**config.mk**
```make
export PLATFORM = sky130hd
export DESIGN_NAME = pwic_ctrl
export DESIGN_NICKNAME = d
export VERILOG_FILES = /design/src/design/pwic_pkg.sv /design/src/design/pwic_ctrl.sv
export SDC_FILE = /design/constraint.sdc
export NUM_CORES = 1
export LEC_CHECK = 0
export BUFFER_PORTS_ARGS = -buffer_cell sky130_fd_sc_hd__clkbuf_2
export CORE_AREA = 2 2 39 41
export CTS_BUF_LIST = sky130_fd_sc_hd__clkbuf_16
export DETAILED_ROUTE_END_ITERATION = 10
export DIE_AREA = 0 0 41 43
export SYNTH_ARGS = -nofsm -noshare
export SYNTH_HDL_FRONTEND = slang
export SYNTH_SLANG_ARGS = --single-unit
```
**constraint.sdc**
```tcl
create_clock -name aclk -period 1.8 [get_ports aclk]
set_clock_uncertainty 0.2 [all_clocks]
set_input_delay 0.27 -clock aclk [delete_from_list [all_inputs] [get_ports aclk]]
set_output_delay 0.27 -clock aclk [all_outputs]
set_load 0.1 [all_outputs]
```
**src/design/pwic_pkg.sv**
```systemverilog
// Shared types, widths and constants of the PID controller with integral clamp.
`timescale 1ns / 1ps
`default_nettype none

package pwic_pkg;

    // Fixed-point format of signals and gains
    localparam int FRAC_BITS = 16;
    localparam int DT_FRAC   = 16;
    localparam int RATE_FRAC = 8;

    // Field and register widths
    localparam int ERR_W      = 24;
    localparam int GAIN_W     = 24;
    localparam int STEP_T_W   = 16;
    localparam int STEP_R_W   = 24;
    localparam int LIM_W      = 23;
    localparam int CFG_IDX_W  = 3;
    localparam int CFG_DATA_W = 24;

    // Register indexes of the configuration port
    typedef enum logic [CFG_IDX_W-1:0] {
        REG_GAIN_P         = 3'd0,
        REG_GAIN_I         = 3'd1,
        REG_GAIN_D         = 3'd2,
        REG_STEP_TIME      = 3'd3,
        REG_STEP_RATE      = 3'd4,
        REG_INTEGRAL_LIMIT = 3'd5,
        REG_OUTPUT_LIMIT   = 3'd6
    } cfg_reg_e_t;

    // Reset values of the registers
    localparam logic [GAIN_W-1:0]   GAIN_P_RST  = 24'd98304;
    localparam logic [GAIN_W-1:0]   GAIN_I_RST  = 24'd3277;
    localparam logic [GAIN_W-1:0]   GAIN_D_RST  = 24'd6554;
    localparam logic [STEP_T_W-1:0] STEP_T_RST  = 16'd655;
    localparam logic [STEP_R_W-1:0] STEP_R_RST  = 24'd25600;
    localparam logic [LIM_W-1:0]    INT_LIM_RST = 23'd32768;
    localparam logic [LIM_W-1:0]    OUT_LIM_RST = 23'd52429;

    // Register set as seen by the datapath
    typedef struct packed {
        logic [GAIN_W-1:0]   gain_p;
        logic [GAIN_W-1:0]   gain_i;
        logic [GAIN_W-1:0]   gain_d;
        logic [STEP_T_W-1:0] step_time;
        logic [STEP_R_W-1:0] step_rate;
        logic [LIM_W-1:0]    integral_limit;
        logic [LIM_W-1:0]    output_limit;
    } cfg_t;

    // Operand selection of the shared multiplier
    typedef enum logic [2:0] {
        MUL_NONE,
        MUL_DT,
        MUL_RATE,
        MUL_P,
        MUL_I,
        MUL_DLO,
        MUL_DHI
    } mul_sel_t;

    // Commands from the sequencer to the datapath
    typedef struct packed {
        logic     load_in;
        logic     clear;
        mul_sel_t mul_sel;
        logic     upd_integ;
        logic     cap_deriv;
        logic     acc_init;
        logic     acc_add;
        logic     term_lo;
        logic     term_sum;
        logic     acc_term;
        logic     out_load;
        logic     out_zero;
    } dp_cmd_t;

endpackage

`default_nettype wire

```
**src/design/pwic_ctrl.sv**
```systemverilog
// Sequencer of the PID controller: steps the datapath and owns the handshakes.
`timescale 1ns / 1ps
`default_nettype none

module pwic_ctrl (
    input  wire                 aclk,
    input  wire                 aresetn,
    input  wire                 in_valid,
    input  wire                 in_clear,
    output logic                in_ready,
    output logic                out_valid,
    input  wire                 out_ready,
    output pwic_pkg::dp_cmd_t   cmd
);
    import pwic_pkg::*;

    typedef enum logic [3:0] {
        ST_IDLE,
        ST_MUL_DT,
        ST_MUL_RATE,
        ST_MUL_P,
        ST_MUL_I,
        ST_MUL_DLO,
        ST_MUL_DHI,
        ST_D_SUM,
        ST_D_ACC,
        ST_FINISH,
        ST_CLR_OUT
    } state_t;

    state_t state_reg;
    logic   out_valid_reg;
    logic   accept;
    logic   out_free;

    assign in_ready = (state_reg == ST_IDLE);
    assign accept   = in_valid && in_ready;
    // Result register may be refilled when empty or being taken
    assign out_free = !out_valid_reg || out_ready;

    // Command decode per step
    always_comb begin
        cmd          = '0;
        cmd.mul_sel  = MUL_NONE;
        cmd.load_in  = accept;
        cmd.clear    = accept && in_clear;
        unique case (state_reg)
            ST_IDLE: ;
            ST_MUL_DT: cmd.mul_sel = MUL_DT;
            ST_MUL_RATE: begin
                cmd.mul_sel   = MUL_RATE;
                cmd.upd_integ = 1'b1;
            end
            ST_MUL_P: begin
                cmd.mul_sel   = MUL_P;
                cmd.cap_deriv = 1'b1;
            end
            ST_MUL_I: begin
                cmd.mul_sel  = MUL_I;
                cmd.acc_init = 1'b1;
            end
            ST_MUL_DLO: begin
                cmd.mul_sel = MUL_DLO;
                cmd.acc_add = 1'b1;
            end
            ST_MUL_DHI: begin
                cmd.mul_sel = MUL_DHI;
                cmd.term_lo = 1'b1;
            end
            ST_D_SUM:  cmd.term_sum = 1'b1;
            ST_D_ACC:  cmd.acc_term = 1'b1;
            ST_FINISH: cmd.out_load = out_free;
            ST_CLR_OUT: begin
                cmd.out_load = out_free;
                cmd.out_zero = 1'b1;
            end
            default: ;
        endcase
    end

    // State and result-valid flag
    always_ff @(posedge aclk) begin
        if (!aresetn) begin
            state_reg     <= ST_IDLE;
            out_valid_reg <= 1'b0;
        end else begin
            if (cmd.out_load) begin
                out_valid_reg <= 1'b1;
            end else if (out_ready) begin
                out_valid_reg <= 1'b0;
            end
            unique case (state_reg)
                ST_IDLE: begin
                    if (accept) begin
                        state_reg <= in_clear ? ST_CLR_OUT : ST_MUL_DT;
                    end
                end
                ST_MUL_DT:   state_reg <= ST_MUL_RATE;
                ST_MUL_RATE: state_reg <= ST_MUL_P;
                ST_MUL_P:    state_reg <= ST_MUL_I;
                ST_MUL_I:    state_reg <= ST_MUL_DLO;
                ST_MUL_DLO:  state_reg <= ST_MUL_DHI;
                ST_MUL_DHI:  state_reg <= ST_D_SUM;
                ST_D_SUM:    state_reg <= ST_D_ACC;
                ST_D_ACC:    state_reg <= ST_FINISH;
                ST_FINISH, ST_CLR_OUT: begin
                    if (out_free) begin
                        state_reg <= ST_IDLE;
                    end
                end
                default: state_reg <= ST_IDLE;
            endcase
        end
    end

    assign out_valid = out_valid_reg;

endmodule

`default_nettype wire

```
### After elaboration in Yosys (flattened, before gate mapping)

Index checks and enable logic that the tools add are counted.

* flip-flop bits (word level): 5
* input bits: 5
* word-level logic and storage cells: 38

* eq/ne operators: 12
* mux-type cells: 16
* reductions and logical operators: 8

Operator list (count)
* $pmux W4 S10: 1
* $pmux W3 S6: 1
* $eq A4 B3 Y1 const B: 4
* $eq A4 B4 Y1 const B: 3
* $mux W4: 3
* $mux W1: 11
* $eq A4 B2 Y1 const B: 2
* $eq A4 B1 Y1 const B: 1
* $logic_not A4 Y1: 1
* $ne A2 B1 Y1 const B: 2
* $logic_and A1 B1 Y1: 2
* $reduce_and A2 Y1: 1
* $reduce_bool A2 Y1: 1
* $reduce_or A2 Y1: 1
* $logic_not A1 Y1: 1
* $logic_or A1 B1 Y1: 1

### Longest topological paths before layout

* depth in word-level cells: 4
* mapped depth: 4

### Least setup slack after synthesis

OpenSTA, ideal clock, no wires.

* path kind: register -> output
* from: register state_reg[1]
* to: output cmd[0] (netlist bit)
* data arrival time: 3699 ps
* data required time: 1330 ps
* path slack: -2369 ps
* cell stages (with the launch flop): 3
* path buffers: 1
* cells stage by stage: dfxtp_1 -> buf_2 -> nor4b_1

RTL lines
* start, declared: line pwic_ctrl.sv:31 `state_t state_reg;`
* start signal, assigned: line pwic_ctrl.sv:95 `state_reg <= in_clear ? ST_CLR_OUT : ST_MUL_DT;`
* end, declared: line pwic_ctrl.sv:13 `output pwic_pkg::dp_cmd_t cmd`

==> results.yml <==
global_route:
  overflow: 0
  grt_util_all_layers_pct: 18.8
  grt_pass1_vias: 502
  use_met1_pct: 26.8
  top_usage_layer: "met2"
  antenna_found_initial: 0
  grt_util_met3_pct: 6.81
  grt_max_degree: 11
  grt_pass1_wl_mm: 2.29
  use_met2_pct: 27.5
finish:
  final_cell_area_mm2: 0.00106
  largest_reg_flops: 4
  fin_nets: 90
  num_antenna_cells: 0
  final_common_cell: "buf_12"
  drive_gt1_share_pct: 71.4
  area_growth_pct: 152
  layout_common_cells: "15 x buf_12, 9 x buf_4, 5 x clkbuf_2, 4 x nand2_1, 4 x dfxtp_4"
sta:
  worstMarginPinSlew_ps: 543
  drv_slew: 0
  min_period_over_period_pct: 105
  hold_ws_ps: 150
  worst_slack_ps: -82.3
  hold_viol_final: 0
  period_needed_ps: 1880
  max-slew-margin-rel_pct: 64.0
  final.setup.tns_ps: -119
  setup_viol: 3
  fmax_ghz: 0.531
  rsz0062_at_grt: "yes"
run:
  cap_violations: 0
worst_setup_path:
  r2r_start: "state_reg[3]"
  arrival_ps: 1410
  r2r_cells: 4
  r2r_end: "state_reg[0]"
  start_kind: "flip-flop"
  cp_slowest_cell: "dfxtp_4"
  end_kind: "primary output"
  critical_path_required_ps: 1330
  critical_path_class: "reg2out"
  crit_fanout: 5
  reg2reg_setup_slack_ps: 260
  max_stage_delay_ps: 370
  path_cells: "xnor2_2 > or3_4 > nor2b_4 > buf_12"
logic_synthesis:
  synth.distinct_cells: 29
  post_synth.cell_area_avg_um2: 7.76
  synth-seq-cells: 5
  synth_flop_cell: "dfxtp_1"
  synth_fp_nets: 59
  synth-edff-count: 0
  synth_cells: 54
  ys_seq_area_share_pct: 23.9
  async_reset_ff_share_pct: 0
  yosys_warnings: 0
  synth_area_um2: 419
die:
  core_area_mm2: 0.00138
  die_h_um: 43
  fp.dieArea_mm2: 0.00176
  die_w_um: 41
  io_pins: 21
  num_rows: 14
  start_util_pct: 30.3
hold_path:
  hold_end: "state_reg[3]"
  min_delay_path_depth: 2
  worstHoldStart: "aresetn"
  holdCritPathClass: "in2reg"
drt:
  drt-total-wl_mm: 1.40
  drt_iter0_markers: 11
  first_pass_iters: 3
  drc: 0
  vias: 510
  drtAntennaViolNets: 0
  post_drt_wl_per_cell_um: 14.0
  viasPerCell: 5.10
cts:
  cts_root_buf: "clkbuf_16"
  tritoncts: "built"
  clk_latency_ps: 220
  clockBufferDepth: 2
  cts.reportedPaths.clkPinSlew_ps: 30
  h-tree-depth: 1
  cts_num_sinks: 5
  cts_buffers: 3
run_status:
  outcome: "complete, but fails checks"
  violations: "negative setup slack"
place:
  postPlaceCellArea_um2: 918
  preCtsSetupSlack_ps: 93.1
  place_congestion: 0.802
  hpwl_mm: 1.01
  io_buffers: 20
## area by class of cell
class,instances,area [µm²]
well taps,16,20.0
fillers,97,327
inverters,3,11.3
multi-input cells,41,417
clock buffers,3,75.1
clock inverters,1,3.75
flip-flops and latches,5,115
repair buffers,31,415
## logic make-up after synthesis
group	share of synthesized area, %
buffers and inverters	10.7
AOI/OAI and AO/OA	14.9
DFF	23.9
muxes	4.78
xor gates and xnor gates	4.18
and+or+nand+nor	41.5
## cells in the mapped netlist (2+ instances only)
| library cell | n | area (µm²) |
|---|---|---|
| nor2b_1 | 2 | 12.5 |
| and3_1 | 3 | 18.8 |
| dfxtp_1 | 5 | 100 |
| nand2b_1 | 2 | 12.5 |
| nor2_1 | 3 | 11.3 |
| a21oi_1 | 2 | 10.0 |
| inv_1 | 3 | 11.3 |
| xnor2_1 | 2 | 17.5 |
| nor4_1 | 2 | 12.5 |
| mux2i_1 | 2 | 20.0 |
| buf_2 | 3 | 15.0 |
| nand2_1 | 5 | 18.8 |
| nor3_1 | 4 | 20.0 |
## stage by stage
step	instances	util (%)
2_1_floorplan	54	-
3_3_place_gp	93	66.4
3_5_place_dp	93	66.4
4_1_cts	99	74.5
5_1_grt	100	76.4
6_report	100	76.4
## what timing repair did
item / in CTS / in global routing
endpoints found under the hold margin: 0 / 0
buffers inserted: 2 / 1
hold buffers: 0 / 0
endpoints found under the setup margin: 8 / 10
gates resized for setup: 6 / 6
pin swaps: 2 / 2
## worst max-delay path by stage
stage / depth (start not counted) / end / slack, ps / start
after floorplan: 2 / cmd[12] / -730 / state_reg[0]
after global placement: 4 / cmd[1] / 120 / state_reg[1]
after detailed placement: 4 / cmd[1] / 90 / state_reg[1]
after CTS: 4 / cmd[1] / -90 / state_reg[1]
after global routing: 4 / cmd[1] / -120 / state_reg[1]
final: 4 / cmd[1] / -80 / state_reg[1]
## worst max-delay path: cells and delay by family, from the launching register on
kind,cells,cell delay (ps)
DFF,1,370
buffers and inverters,1,180
and+or+nand+nor,2,490
xor gates and xnor gates,1,150
## metal layers
| metal | wire [µm] | part of all wire (%) | up-vias |
|---|---|---|---|
| met3 | 30 | 2.1 | 0 |
| met2 | 762 | 54 | 9 |
| met4 | 0 | 0 | 0 |
| met1 | 606 | 43 | 246 |
| li1 | - | - | 255 |
| met5 | 0 | 0 | - |
Power is left out: the tool's default activity adds up to more than one toggle a clock period on the data nets, which glitch-free logic cannot reach.
