`config.mk`:
```
export PLATFORM = sky130hd
export DESIGN_NAME = pwic_cfg
export DESIGN_NICKNAME = d
export VERILOG_FILES = /design/src/design/pwic_pkg.sv /design/src/design/pwic_cfg.sv
export SDC_FILE = /design/constraint.sdc
export NUM_CORES = 1
export LEC_CHECK = 0
export BUFFER_PORTS_ARGS = -buffer_cell sky130_fd_sc_hd__buf_2
export CELL_PAD_IN_SITES_DETAIL_PLACEMENT = 1
export CELL_PAD_IN_SITES_GLOBAL_PLACEMENT = 1
export CORE_ASPECT_RATIO = 1.1
export CORE_UTILIZATION = 30
export CTS_CLUSTER_SIZE = 8
export DETAILED_ROUTE_END_ITERATION = 6
export GPL_TIMING_DRIVEN = 0
export PLACE_DENSITY = 0.67
export RECOVER_POWER = 100
export SYNTH_ARGS = -nofsm -noshare
export SYNTH_HDL_FRONTEND = slang
export SYNTH_SLANG_ARGS = --single-unit
export TNS_END_PERCENT = 30
```
`constraint.sdc`:
```
create_clock -name aclk -period 2.03 [get_ports aclk]
set_clock_uncertainty 0.15 [all_clocks]
set_input_delay 0.406 -clock aclk [delete_from_list [all_inputs] [get_ports aclk]]
set_output_delay 0.406 -clock aclk [all_outputs]
set_load 0.1 [all_outputs]
```
`src/design/pwic_pkg.sv`:
```
// Shared types, widths and constants of the PID controller with integral clamp.
`timescale 1ns / 1ps
`default_nettype none

package pwic_pkg;

    // Fixed-point format of signals and gains
    localparam int FRAC_BITS = 16;
    localparam int DT_FRAC   = 16;
    localparam int RATE_FRAC = 8;

    // Field and register widths
    localparam int ERR_W      = 24;
    localparam int GAIN_W     = 24;
    localparam int STEP_T_W   = 16;
    localparam int STEP_R_W   = 24;
    localparam int LIM_W      = 23;
    localparam int CFG_IDX_W  = 3;
    localparam int CFG_DATA_W = 24;

    // Register indexes of the configuration port
    typedef enum logic [CFG_IDX_W-1:0] {
        REG_GAIN_P         = 3'd0,
        REG_GAIN_I         = 3'd1,
        REG_GAIN_D         = 3'd2,
        REG_STEP_TIME      = 3'd3,
        REG_STEP_RATE      = 3'd4,
        REG_INTEGRAL_LIMIT = 3'd5,
        REG_OUTPUT_LIMIT   = 3'd6
    } cfg_reg_e_t;

    // Reset values of the registers
    localparam logic [GAIN_W-1:0]   GAIN_P_RST  = 24'd98304;
    localparam logic [GAIN_W-1:0]   GAIN_I_RST  = 24'd3277;
    localparam logic [GAIN_W-1:0]   GAIN_D_RST  = 24'd6554;
    localparam logic [STEP_T_W-1:0] STEP_T_RST  = 16'd655;
    localparam logic [STEP_R_W-1:0] STEP_R_RST  = 24'd25600;
    localparam logic [LIM_W-1:0]    INT_LIM_RST = 23'd32768;
    localparam logic [LIM_W-1:0]    OUT_LIM_RST = 23'd52429;

    // Register set as seen by the datapath
    typedef struct packed {
        logic [GAIN_W-1:0]   gain_p;
        logic [GAIN_W-1:0]   gain_i;
        logic [GAIN_W-1:0]   gain_d;
        logic [STEP_T_W-1:0] step_time;
        logic [STEP_R_W-1:0] step_rate;
        logic [LIM_W-1:0]    integral_limit;
        logic [LIM_W-1:0]    output_limit;
    } cfg_t;

    // Operand selection of the shared multiplier
    typedef enum logic [2:0] {
        MUL_NONE,
        MUL_DT,
        MUL_RATE,
        MUL_P,
        MUL_I,
        MUL_DLO,
        MUL_DHI
    } mul_sel_t;

    // Commands from the sequencer to the datapath
    typedef struct packed {
        logic     load_in;
        logic     clear;
        mul_sel_t mul_sel;
        logic     upd_integ;
        logic     cap_deriv;
        logic     acc_init;
        logic     acc_add;
        logic     term_lo;
        logic     term_sum;
        logic     acc_term;
        logic     out_load;
        logic     out_zero;
    } dp_cmd_t;

endpackage

`default_nettype wire

```
`src/design/pwic_cfg.sv`:
```
// Configuration register file of the PID controller.
`timescale 1ns / 1ps
`default_nettype none

module pwic_cfg (
    input  wire                             aclk,
    input  wire                             aresetn,
    input  wire                             wr_en,
    input  wire [pwic_pkg::CFG_IDX_W-1:0]   wr_index,
    input  wire [pwic_pkg::CFG_DATA_W-1:0]  wr_data,
    output pwic_pkg::cfg_t                  cfg
);
    import pwic_pkg::*;

    cfg_t cfg_reg;

    // Register writes keep only each register's width; unknown indexes drop
    always_ff @(posedge aclk) begin
        if (!aresetn) begin
            cfg_reg.gain_p         <= GAIN_P_RST;
            cfg_reg.gain_i         <= GAIN_I_RST;
            cfg_reg.gain_d         <= GAIN_D_RST;
            cfg_reg.step_time      <= STEP_T_RST;
            cfg_reg.step_rate      <= STEP_R_RST;
            cfg_reg.integral_limit <= INT_LIM_RST;
            cfg_reg.output_limit   <= OUT_LIM_RST;
        end else if (wr_en) begin
            unique case (wr_index)
                REG_GAIN_P:         cfg_reg.gain_p         <= wr_data[GAIN_W-1:0];
                REG_GAIN_I:         cfg_reg.gain_i         <= wr_data[GAIN_W-1:0];
                REG_GAIN_D:         cfg_reg.gain_d         <= wr_data[GAIN_W-1:0];
                REG_STEP_TIME:      cfg_reg.step_time      <= wr_data[STEP_T_W-1:0];
                REG_STEP_RATE:      cfg_reg.step_rate      <= wr_data[STEP_R_W-1:0];
                REG_INTEGRAL_LIMIT: cfg_reg.integral_limit <= wr_data[LIM_W-1:0];
                REG_OUTPUT_LIMIT:   cfg_reg.output_limit   <= wr_data[LIM_W-1:0];
                default: ;
            endcase
        end
    end

    assign cfg = cfg_reg;

endmodule

`default_nettype wire

```
; Word-level counts from Yosys, hierarchy flattened
; Cells that the tools add are included.
[word_totals]
reg_bits = 158
input_bits = 30
wordCells = 21
output_inout_bits = 158
[classes]
reduce_logical = 8
eq_ne = 6
[ops]
columns = cell, count
row1 = $reduce_and A2 Y1, 7
row2 = $eq A3 B3 Y1 const B, 3
row3 = $eq A3 B2 Y1 const B, 2
row4 = $eq A3 B1 Y1 const B, 1
row5 = $logic_not A3 Y1, 1

; Logic depth before layout (Yosys ltp)
; Gate-level depths: netlist (run 1).
[logic_depth]
word_depth = 2
mapped_depth = 5
mapped_depth_nobuf = 2

; Worst setup path before layout (run 1)
; OpenSTA, ideal clock, no wires.
[synth_timing]
path_type = input to register
start = in wr_index[1] (netlist name)
end = reg cfg_reg, in the netlist cfg[149]
slack_ns = 0.312
setup_ns = 0.124
stages = 5
path_buffers = 3
required_time_ns = 1.756
arrival_ns = 1.444
cell_sequence = buf_2 or4b_1 buf_6 buf_12 mux2i_1
[synth_between]
elab_chain_cells = 2
[synth_rtl]
columns = element, line
row1 = "start, declared", pwic_cfg.sv:9  ; input wire [pwic_pkg::CFG_IDX_W-1:0] wr_index,
row2 = $logic_not A3 Y1, pwic_cfg.sv:28  ; unique case (wr_index)
row3 = $reduce_and A2 Y1 (no line), -
row4 = "end, declared", pwic_cfg.sv:15  ; cfg_t cfg_reg;
; No other way between the ends.
; A chain may end at the register's enable or synchronous reset.

; Worst setup path in the final report (run 1)
[layout_timing]
start = reg cfg_reg, in the netlist cfg[148]
end = out cfg[148] (netlist name)
[layout_lines]
columns = element, line
row1 = "end, declared", pwic_cfg.sv:11  ; output pwic_pkg::cfg_t cfg
; No word-level cell between the ends.

==> metrics.txt, run 1 <==
Slew @ Worst Pin=0.825 ns; Cell Chain, Critical Path=clkbuf_2; DRC=0; fmax=549 MHz; status=completed; DR vias=between 4000 and 5000; die width=136 microns; RSZ-0062 raised after global routing=no; Detailed Routing Iterations Pass 1=4; DR WL/cell=18.8 microns; PwrDens=950 mW/mm^2; number of global-route vias before repair=~5100; core area=0.0192 sq mm; sequential area share after synthesis=0.533; Tot Pwr=around 7400 uW; Synth Warn #=0; TritonCTS clock tree=done; Sink Count=158; Critical-path top delay cell=clkbuf_2; area growth from synthesis to layout=30.4%; max_slew headroom=0.450; Cell Area, Synth=0.00594 sq mm; initial antenna violation count=1; Buffers on Ports=182; crit end category=output pin; Total GRT Usage=0.196; Final Wtd Congestion=between 0.8 and 0.9; CP top delay family=buffers and inverters; H-tree depth=4; DRT iter0 DRCs=118; post-synth net total=598; max reg flops=between 150 and 200; # rows=53; Final nets=approximately 800; Final Hold Viols=0; Cell variety after synth=14; Leak Pwr=0.00389 uW; Vias/cell=4.63; Slew Limit Fails=0; clock period minus worst slack=~1.8 ns; full die area=between 0.02 and 0.025 sq mm; Setup Fix Bufs, Post-CTS=0; most frequent cells in the layout=162 x clkbuf_2, 158 x mux2i_1, 158 x dfxtp_1; commonest non-fill, non-tap cell in the layout=clkbuf_2; placed cell areas=0.00716 sq mm; synthesized area per cell=10.5 sq um; period utilization=0.897; CTS hold repair buffers=0; CTS max path bufs=2; layout cells sized above 1=0.293; non-filler cells, final=1029; Finished Cell Area=0.00774 sq mm; pre-CTS setup slack=-0.0148 ns; final worst setup slack=between 0.2 and 0.25 ns; IR drop worst, VDD=roughly 0.53 mV; startpoint types=flip-flop; clock buffer count from CTS=17; Worst EP required=1.47 ns; crit path buf inv count=1; root buf cell=clkbuf_16; antenna cell count=0; max incr delay on CP=approximately 0.48 ns; worst-path fanout max=2; Worst Path Arrival=1.27 ns; Yosys reg bits=158; final WL=slightly below 20 mm; Mapped Cells=568; Die H=150 microns; Worst-Skew Late Latency=about 0.41 ns; hpwl dp=15.0 mm; largest net degree at the start of global routing=17; Initial Util=0.309; clk slew on worst S/H paths=0.06 ns; cts repair resizes=0; grt total ovfl=0; I/O pins=188; Setup CP Type=flip-flop to output pin; Antenna Nets Post-Route=0; first-pass GRT wire length=approximately 30 mm; WHS=between 0.1 and 0.15 ns; Final setup viols=0; maximum capacitance violations=0; Hold Path Class=input pin to flip-flop; Inst Count DP=about 1000
[logic make-up (layout without fill, tap and decap cells)]
kind of cell           after synthesis  in the layout  synth area share
and+or+nand+nor                    208            208             0.163
muxes                              158            158             0.266
DFF                                158            158             0.533
buffers and inverters               44            258            0.0377
[final cells by class]
| class | count | area (sq um) |
|---|---|---|
| clock buffer | 20 | 457 |
| timing repair buffer | 182 | 911 |
| buffer | 44 | 218 |
| fill | 2205 | 11500 |
| tap | 247 | 309 |
| clock inverter | 12 | 135 |
| multi-input combinational | 366 | 2550 |
| sequential | 158 | 3160 |
[cell usage after synthesis]
cell | count | area [sq um]
buf_12 | 1 | 20.0
buf_2 | 16 | 80.1
buf_4 | 2 | 15.0
buf_6 | 2 | 22.5
clkbuf_1 | 23 | 86.3
dfxtp_1 | 158 | 3160
mux2i_1 | 158 | 1580
nand2_1 | 147 | 552
nand4b_1 | 3 | 26.3
nand4bb_1 | 2 | 22.5
nor2b_1 | 51 | 319
nor4b_1 | 1 | 8.76
nor4bb_1 | 3 | 30.0
or4b_1 | 1 | 10.0
[metrics by stage]
stage	TNS, ns	utilization
after floorplan	0	-
after global placement	0	0.372
after detailed placement	-0.0196	0.372
after CTS	0	0.403
after global routing	0	0.403
final	0	0.403
[routing by layer]
| layer | vias up | GRT usage | part of all wire |
|---|---|---|---|
| li1 | 2284 | - | - |
| met1 | 2314 | 0.228 | 0.43 |
| met2 | 142 | 0.347 | 0.50 |
| met3 | 22 | 0.0518 | 0.060 |
| met4 | 0 | 0.0622 | 0.016 |
| met5 | - | 0 | 0 |
[power by group]
group          leakage (uW)  total [uW]  switching [uW]  internal (uW)
clock network      0.000291        3200            1320           1890
logic               0.00232         938             767            171
registers           0.00128        3210            40.0           3170
[tightest hold or removal path, cell delays in order]
cell,delay (ns)
buf_2,0.09
nor2b_1,0.04
mux2i_1,0.10
[path summary, 6_finish.rpt]
path	start	to	slack, ns	cells after the start
min	wr_data[9]	cfg[79]	0.12	3
min reg2reg	cfg[140]	cfg[140]	0.31	2
max	cfg[148]	cfg[148]	0.21	1
max reg2reg	cfg[2]	cfg[2]	1.20	2
Power figures use the tool's default switching activity.
==> inputs of run 2 (changes only) <==
--- a/config.mk
+++ b/config.mk
@@ -9,11 +9,11 @@
 export CELL_PAD_IN_SITES_DETAIL_PLACEMENT = 1
 export CELL_PAD_IN_SITES_GLOBAL_PLACEMENT = 1
 export CORE_ASPECT_RATIO = 1.1
-export CORE_UTILIZATION = 30
+export CORE_UTILIZATION = 38
 export CTS_CLUSTER_SIZE = 8
 export DETAILED_ROUTE_END_ITERATION = 6
 export GPL_TIMING_DRIVEN = 0
-export PLACE_DENSITY = 0.67
+export PLACE_DENSITY = 0.81
 export RECOVER_POWER = 100
 export SYNTH_ARGS = -nofsm -noshare
 export SYNTH_HDL_FRONTEND = slang
==> run 2 against run 1 <==
  * Sequential power about the same
  * Total power increased by 0.39%
  * Die area shrank 21%
  * Clock-buffer cell count is 3 higher
  * Design area down 0.99%
  * Register-to-register slack worse by 0.05 ns
  * Largest power group is now clock
==> metrics.txt, run 2 (same netlist as run 1, synthesis figures left out) <==
Worst Path Arrival=1.27 ns (about the same); Slew Limit Fails=0 (unchanged); most frequent cells in the layout=162 x clkbuf_2, 158 x mux2i_1, 158 x dfxtp_1; # rows=47 (-11%); crit end category=output pin; Final Hold Viols=0 (unchanged); IR drop worst, VDD=0.582 mV (+9.7%); area growth from synthesis to layout=29.1%; uppermost layer routed=met5; Hold Path Class=input pin to flip-flop; antenna cell count=0 (unchanged); CTS max path bufs=2 (unchanged); initial antenna violation count=1 (unchanged); Setup Fix Bufs, Post-CTS=0 (unchanged); largest net degree at the start of global routing=17 (unchanged); RSZ-0062 raised after global routing=no; Slew @ Worst Pin=0.840 ns (+0.0144 ns); non-filler cells, final=977 (-5.1%); Buffers on Ports=182 (unchanged); Inst Count DP=946 (-5.1%); root buf cell=clkbuf_16; Detailed Routing Iterations Pass 1=4 (unchanged); Worst-Skew Late Latency=0.42 ns (about the same); H-tree depth=4 (unchanged); max incr delay on CP=0.48 ns (about the same); Total GRT Usage=0.242 (+0.0456); status=completed; clk slew on worst S/H paths=0.06 ns (about the same); Initial Util=0.391 (+0.0826); worst-path fanout max=2 (unchanged); DR vias=4758 (-0.084%); Final nets=799 (unchanged); max_slew headroom=0.440 (-0.00963); first-pass GRT wire length=29.1 mm (-1.5%); Met3 Routed Length=1.20 mm (+3.8%); Antenna Nets Post-Route=0 (unchanged); Leak Pwr=0.00387 uW (-0.50%); max reg flops=158 (unchanged); I/O pins=188 (unchanged); Critical-path top delay cell=clkbuf_2; Sink Count=158 (unchanged); die width=121 microns (-11%); hpwl dp=14.1 mm (-5.6%); Worst EP required=1.47 ns (about the same); Final setup viols=0 (unchanged); detailed-route wire length on metal 1=7.84 mm (-5.0%); crit path buf inv count=1 (unchanged); core area=0.0152 sq mm (-21%); Die H=133 microns (-11%); PwrDens=963 mW/mm^2 (+1.4%); period utilization=0.899 (+0.00185); Setup CP Type=flip-flop to output pin; DRC=0 (unchanged); DRT iter0 DRCs=150 (+27%); TritonCTS clock tree=done; layout cells sized above 1=0.291 (-0.00219); Vias/cell=4.87 (+5.2%); startpoint types=flip-flop; grt total ovfl=0 (unchanged); Cell Chain, Critical Path=clkbuf_2; commonest non-fill, non-tap cell in the layout=clkbuf_2; final WL=18.7 mm (-3.3%); fmax=548 MHz (-0.21%); clock period minus worst slack=1.83 ns (+0.00375 ns); full die area=0.0161 sq mm (-21%); cts repair resizes=0 (unchanged); DR WL met2=9.44 mm (-2.4%); CP top delay family=buffers and inverters; CTS hold repair buffers=0 (unchanged); Final Wtd Congestion=0.826 (+1.5%); maximum capacitance violations=0 (unchanged); DR WL/cell=19.2 microns (+1.8%); setup TNS=0 ns (unchanged); clock buffer count from CTS=17 (unchanged); number of global-route vias before repair=5203 (+2.7%)
-- run 2: where the power goes --
part	internal, uW	total [uW]	switching (uW)
clock network	1970	3240	1270
registers	3170	3210	39.5
logic	169	931	762
total	5310	7380	2070
-- run 2: metal layers --
layer  vias to the layer above  global-route usage
li1                       2273                   -
met1                      2310               0.274
met2                       148               0.430
met3                        25              0.0758
met4                         2              0.0727
met5                         -                   0
-- run 2: final timing paths --
path,from,to,slack (ns),cells after the start
worst max-delay path,cfg[11],cfg[11],0.20,1
worst min register to register,cfg[118],cfg[118],0.31,2
worst max register to register,cfg[12],cfg[12],1.15,2
worst min-delay path,wr_data[9],cfg[79],0.11,3
-- run 2: per-stage QoR --
stage / power, uW / hold WS, ns / instance area (sq um) / utilization / worst slack [ns]
final: 7380 / 0.108 / 7670 / 0.505 / 0.205
after global placement: 4200 / 0.290 / 7090 / 0.468 / -0.0115
after global routing: 7620 / 0.106 / 7670 / 0.505 / 0.111
after detailed placement: 4220 / 0.300 / 7090 / 0.468 / -0.0415
after floorplan: 4000 / 0.416 / 5940 / - / 0.312
after CTS: 7450 / 0.0929 / 7690 / 0.507 / 0.224
-- run 2: cell type report --
class	instances	area, sq um
Timing Repair Buffer	182	911
Clock inverter	8	104
Sequential cell	158	3160
Multi-Input combinational cell	366	2550
Tap cell	196	245
Buffer	44	195
Clock buffer	23	498
Fill cell	1761	7510
